--- config.mk ---
export PLATFORM = sky130hd
export DESIGN_NAME = pes_div
export DESIGN_NICKNAME = d
export VERILOG_FILES = /design/src/hdl/pes_pkg.sv /design/src/hdl/pes_div.sv
export SDC_FILE = /design/constraint.sdc
export NUM_CORES = 1
export LEC_CHECK = 0
export BUFFER_PORTS_ARGS = -buffer_cell sky130_fd_sc_hd__buf_2
export CORE_MARGIN = 2
export CORE_UTILIZATION = 30
export DETAILED_ROUTE_END_ITERATION = 6
export GPL_TIMING_DRIVEN = 0
export PLACE_DENSITY_LB_ADDON = 0.08
export SYNTH_ARGS = -nofsm -noshare
export SYNTH_HDL_FRONTEND = slang
export SYNTH_SLANG_ARGS = --single-unit
--- constraint.sdc ---
create_clock -name aclk -period 3.95 [get_ports aclk]
set_clock_uncertainty 0.2 [all_clocks]
set_input_delay 0 -clock aclk [delete_from_list [all_inputs] [get_ports aclk]]
set_output_delay 0 -clock aclk [all_outputs]
set_load 0.01 [all_outputs]
--- src/hdl/pes_pkg.sv ---
// ----------------------------------------------------------------------------
// pes_pkg
// Shared types and constants of the PUCT edge select unit.
// ----------------------------------------------------------------------------
package pes_pkg;

    localparam int MAX_EDGES_DEF = 64;

    localparam int IDX_W   = 6;
    localparam int PRIOR_W = 16;
    localparam int VIS_W   = 16;
    localparam int VAL_W   = 32;
    localparam int MCNT_W  = 8;
    localparam int ACT_W   = 16;
    localparam int GAIN_W  = 24;

    localparam int S_TDATA_W = 168;
    localparam int M_TDATA_W = 56;
    localparam int APB_AW    = 5;
    localparam int APB_DW    = 32;

    // divider: 40-bit dividend, 17-bit divisor (1 + visits, or visits for the mean value)
    localparam int DIV_N_W = 40;
    localparam int DIV_D_W = 17;

    // sqrt of (N << 32): 48-bit radicand, 24-bit root
    localparam int SQ_X_W     = 48;
    localparam int SQ_ROOT_W  = 24;
    localparam int SQ_REM_W   = 26;
    localparam int SQ_STEPS   = 24;

    localparam int MUL_A_W = 25;
    localparam int MUL_B_W = 33;
    localparam int MUL_P_W = 58;

    localparam logic signed [VAL_W-1:0] PRUNED_SCORE = -32'sd655353446;
    localparam logic signed [VAL_W-1:0] SCORE_MIN    = 32'sh8000_0000;
    localparam logic signed [VAL_W-1:0] SCORE_MAX    = 32'sh7FFF_FFFF;

    typedef enum logic [2:0] {
        REG_EXPLORE_GAIN   = 3'd0,
        REG_HEURISTIC_GAIN = 3'd1,
        REG_VALUE_FROM_MAX = 3'd2,
        REG_HEUR_FROM_CNT  = 3'd3,
        REG_PRIOR_ONLY     = 3'd4
    } reg_idx_t;

    typedef struct packed {
        logic               start;
        logic [DIV_N_W-1:0] dividend;
        logic [DIV_D_W-1:0] divisor;
    } div_req_t;

    typedef struct packed {
        logic               done;
        logic [DIV_N_W-1:0] quotient;
    } div_rsp_t;

endpackage

--- src/hdl/pes_div.sv ---
// ----------------------------------------------------------------------------
// pes_div
// Restoring unsigned divider, one quotient bit per cycle.
// ----------------------------------------------------------------------------
module pes_div (
    input  logic              aclk,
    input  logic              aresetn,
    input  pes_pkg::div_req_t req,
    output pes_pkg::div_rsp_t rsp
);
    import pes_pkg::*;

    localparam int CNT_W = $clog2(DIV_N_W);

    logic [DIV_N_W-1:0] quo_reg, quo_next;
    logic [DIV_D_W-1:0] rem_reg, rem_next;
    logic [DIV_D_W-1:0] dvs_reg, dvs_next;
    logic [CNT_W-1:0]   cnt_reg, cnt_next;
    logic               busy_reg, busy_next;
    logic               done_reg, done_next;
    logic [DIV_D_W:0]   trial;
    logic               last_step;

    assign trial     = {rem_reg, quo_reg[DIV_N_W-1]};
    assign last_step = (cnt_reg == CNT_W'(DIV_N_W-1));

    always_comb begin
        quo_next  = quo_reg;
        rem_next  = rem_reg;
        dvs_next  = dvs_reg;
        cnt_next  = cnt_reg;
        busy_next = busy_reg;
        done_next = 1'b0;
        if (req.start) begin
            quo_next  = req.dividend;
            rem_next  = '0;
            dvs_next  = req.divisor;
            cnt_next  = '0;
            busy_next = 1'b1;
        end else if (busy_reg) begin
            if (trial >= {1'b0, dvs_reg}) begin
                rem_next = DIV_D_W'(trial - {1'b0, dvs_reg});
                quo_next = {quo_reg[DIV_N_W-2:0], 1'b1};
            end else begin
                rem_next = trial[DIV_D_W-1:0];
                quo_next = {quo_reg[DIV_N_W-2:0], 1'b0};
            end
            cnt_next = cnt_reg + 1'b1;
            if (last_step) begin
                busy_next = 1'b0;
                done_next = 1'b1;
            end
        end
    end

    always_ff @(posedge aclk) begin
        if (!aresetn) begin
            busy_reg <= 1'b0;
            done_reg <= 1'b0;
            cnt_reg  <= '0;
        end else begin
            busy_reg <= busy_next;
            done_reg <= done_next;
            cnt_reg  <= cnt_next;
        end
    end

    always_ff @(posedge aclk) begin
        quo_reg <= quo_next;
        rem_reg <= rem_next;
        dvs_reg <= dvs_next;
    end

    assign rsp.done     = done_reg;
    assign rsp.quotient = quo_reg;

endmodule

# Word-level counts from Yosys, hierarchy flattened
# Index checks and enable logic that the tools add are counted.
# word_totals
regBits	82
in_bits	60
wordCells	23
output_inout_bits	41
# classes
magnitude_cmp	1
add_sub_neg	2
bitwise_logic	2
muxes	8
eq_ne	1
reduce_logical	3
# ops
op	n
2-to-1 mux 40 bit	2
>= comparator 18 x 17 -> 1 bit	1
2-to-1 mux 17 bit	1
subtractor 17 bit	1
adder 6 x 1 -> 6 bit, second input constant	1
== test 6 bit, second input constant	1
2-to-1 mux 1 bit	5
OR reduction 3 bit	1
NOT 1 bit	2
nonzero test 2 bit	1
OR reduction 2 bit	1

# Logic depth before layout (Yosys ltp)
# depth
word_depth	4
mapped_depth	12
ltp_nobuf	10

# Worst setup path after synthesis
# Ideal clock, no wire load.
# synth_timing
path_kind	register to register
start	register quo_reg[39]
end	register quo_reg[0] (data pin)
period_less_slack_ns	2.946
path_buffers	2
path_stages_with_launch	12
arrival_ns	2.486
setup_ns	0.260
t_required_ns	3.490
setup_slack_ns	1.004
path_cell_list	edfxtp_1 inv_1 ha_1 inv_1 fa_1 a21o_1 a221oi_4 o211ai_1 a21o_1 buf_6 buf_12 mux2_2
# synth_between
elab_chain_len	4
# synth_lines
element	line	text
from (decl)	pes_div.sv:15	logic [DIV_N_W-1:0] quo_reg, quo_next;
from (signal assigned)	pes_div.sv:69	quo_reg <= quo_next;
>= comparator 18 x 17 -> 1 bit	pes_div.sv:41	if (trial >= {1'b0, dvs_reg}) begin
2-to-1 mux 1 bit	pes_div.sv:41	
2-to-1 mux 40 bit	pes_div.sv:40	end else if (busy_reg) begin
2-to-1 mux 40 bit	pes_div.sv:34	if (req.start) begin
net quo_next[0]	pes_div.sv:15	
# The timed path passes the listed nets, and every way through them passes these cells. The select of a mux whose other input is x is not followed.
# A chain may end at the register's enable or synchronous reset.

# Final worst setup path
# layout_timing
start	register quo_reg[39]
end	register rem_reg[13]
# layout_between
elab_chain_len	2
elab_cells_between_ends	3
cone_classes	add/sub (1); order compare (1); mux (1)
# layout_lines
element	line	text
subtractor 17 bit / >= comparator 18 x 17 -> 1 bit (equally long branches)	pes_div.sv:42, pes_div.sv:41	
2-to-1 mux 17 bit (*)	pes_div.sv:41	
to (signal assigned)	pes_div.sv:70	rem_reg <= rem_next;
to (decl)	pes_div.sv:16	logic [DIV_D_W-1:0] rem_reg, rem_next;
# Every way passes the cells marked *; elsewhere a longest branch is shown, timed or not.

==> metrics.md <==
| Metric | Value |
|---|---|
| Clock period minus worst slack | `3.43 ns` |
| Post-DP Area | `0.00499 sq mm` |
| Cts bufs inserted | `9` |
| Initial antenna violation count | `0` |
| First drt pass iteration count | `4` |
| Total number of vias | `3355` |
| Core Region | `0.0139 sq mm` |
| Nets | `608` |
| RSZ-0062 raised after global routing | `false` |
| CTS tree | `done` |
| Critical path's largest stage delay | `0.70 ns` |
| Global-route wire length before repair | `17000 microns` |
| Top cells by count, synth | `57 x edfxtp_1, 40 x mux2_2, 27 x nor2_1` |
| Static leakage | `2.45 nW` |
| Max Cap Viol | `0` |
| Startpoint types | `flop` |
| Arr. time, crit path | `3.46 ns` |
| Clk_lat worst skew | `0.35 ns` |
| Main synth FF type | `edfxtp_1` |
| Number of setup violations in the final report | `0` |
| VDD IR max | `0.000187 V` |
| Area growth, synth to finish | `39.1%` |
| Final GP Congestion | `0.846` |
| Sinks on Clock Net | `82` |
| Ant diodes | `0` |
| CTS root buf | `clkbuf_16` |
| Crit-path leading delay family | `compound AO/OA/AOI/OAI gates` |
| DPL Wire Length | `7430 microns` |
| Mapped cell area | `0.00426 sq mm` |
| Clk pin slew, worst setup/hold paths | `0.06 ns` |
| Post-CTS sizing | `0` |
| Overall power | `2.55 mW` |
| Asr flop ratio synth | `0` |
| Crit path required time | `3.98 ns` |
| Slew headroom | `0.407` |
| Detailed-route DRC error count | `0` |
| Synth Instances | `359` |
| Synth top area share | `0.402` |
| Largest register FFs | `40` |
| Crit Path Max Fanout | `9` |
| Drt wl/cell | `15.4 microns` |
| Yosys reg bits | `82` |
| Cell variety after synth | `55` |
| Min-Delay Path Class | `in -> reg` |
| Worst Tran Pin Value | `0.889 ns` |
| Die area | `0.0152 sq mm` |
| Top cells by area, synth | `edfxtp_1 40%, dfxtp_1 12%, mux2_2 11%` |
| Worst path cell trace | `inv_1, ha_1, inv_1, fa_1, a21o_1, a221oi_4, o211ai_1, a21oi_1, nor3_1, a21o_1` |
| WS Path Type | `reg -> reg` |
| Design area | `0.00593 sq mm` |
| GRT Overall Usage | `0.148` |
| Max clock buf depth | `2` |
| Yosys warning count | `0` |
| Detail-routed via count per cell | `4.70` |
| Layout cells sized above 1 | `0.322` |
| Fin crit share | `0.869` |
| Mean post-synth cell area | `11.9 sq um` |
| CP max-delay cell | `a21oi_1` |
| Die width | `123 microns` |
| DR iter-0 viols | `194` |
| Vias in the first global route | `3307` |
| Effective utilization at floorplan | `0.307` |
| Area leader, netlist | `edfxtp_1` |
| Post-synth EDFFs | `57` |
| TNS Setup | `0 ns` |
| Ports | `101` |
| Number of buffers added on ports | `100` |
| Routed Antenna Nets | `0` |
| Crit. End Element | `flop` |
| H-tree depth | `3` |
| Final slew viol count | `0` |
| Final wirelength | `11000 microns` |
| Largest net degree at the start of global routing | `42` |
| Hold Violations, Final | `0` |
| CP Buf/Inv Count | `2` |
| Grt ovf | `0` |
| Syn_nets | `438` |
| Register area share after synthesis | `0.519` |
| Max Fclk | `291 MHz` |
| Most common cell in the netlist | `edfxtp_1` |
| Die Height | `123 microns` |
| Run status | `finished clean` |
| PwrDens | `430 mW/mm^2` |
| Core Rows | `43` |
==> through the flow <==
step / utilization / hold slack (ns) / cells / setup WS, ns
2_1_floorplan: - / -0.101 / 359 / 1.00
3_3_place_gp: 0.359 / -0.0236 / 639 / 0.574
3_5_place_dp: 0.359 / -0.0219 / 639 / 0.563
4_1_cts: 0.427 / 0.139 / 714 / 0.520
5_1_grt: 0.427 / 0.150 / 714 / 0.335
6_report: 0.427 / 0.157 / 714 / 0.518
==> layout by cell type (no fill, tap or decap), types with 11 or more instances in the layout <==
cell type / count
buf_2: 101
ha_1: 18
o21ai_0: 11
nor2_1: 27
edfxtp_1: 57
mux2_2: 40
nand2_1: 19
inv_1: 25
a21oi_1: 13
dlygate4sd3_1: 59
dfxtp_1: 25
==> cell families after synthesis <==
kind of cell / Yosys count / synth area share
simple gates: 76 / 0.0825
buf+inv: 42 / 0.0438
mux: 50 / 0.129
compound gates: 75 / 0.137
xor+xnor: 15 / 0.0308
fa+ha+maj: 19 / 0.0576
flops: 82 / 0.519
==> report_power, final <==
group          internal, mW  switching, mW
logic                 0.249          0.269
clock network         0.637          0.352
registers              1.01         0.0377
total                  1.89          0.659
==> per-layer routing <==
layer  GRT usage  up-vias  part of all wire
met5           0        -                 0
met4      0.0426        0             0.014
met3      0.0424       15             0.037
met2       0.239       59              0.48
met1       0.192     1599              0.47
li1            -     1682                 -
==> path summary, 6_finish.rpt <==
kind                                start                  endpoint  slack (ns)  cells after the start
setup / recovery    quo_reg[39]$_DFFE_PP_  rem_reg[13]$_SDFFE_PP0P_        0.52                     10
hold / removal                    req[16]     dvs_reg[16]$_DFFE_PP_        0.16                      2
setup reg to reg    quo_reg[39]$_DFFE_PP_  rem_reg[13]$_SDFFE_PP0P_        0.52                     10
hold reg to reg   rem_reg[5]$_SDFFE_PP0P_   rem_reg[5]$_SDFFE_PP0P_        0.31                      2
==> area by class of cell <==
cell class                 instances  area (sq um)
tap                              180           225
buffer                            16          88.8
multi-input combinational        235          1860
clock buffer                      10           239
timing repair buffer             159          1090
inverter                          26          97.6
clock inverter                     6           113
fill                            1338          7950
sequential                        82          2210
==> what timing repair did <==
action                    4_1_cts  5_1_grt
hold endpoints to repair       82        0
hold buffers                   59        0
buffers inserted                0        0
Power figures use the tool's default switching activity.
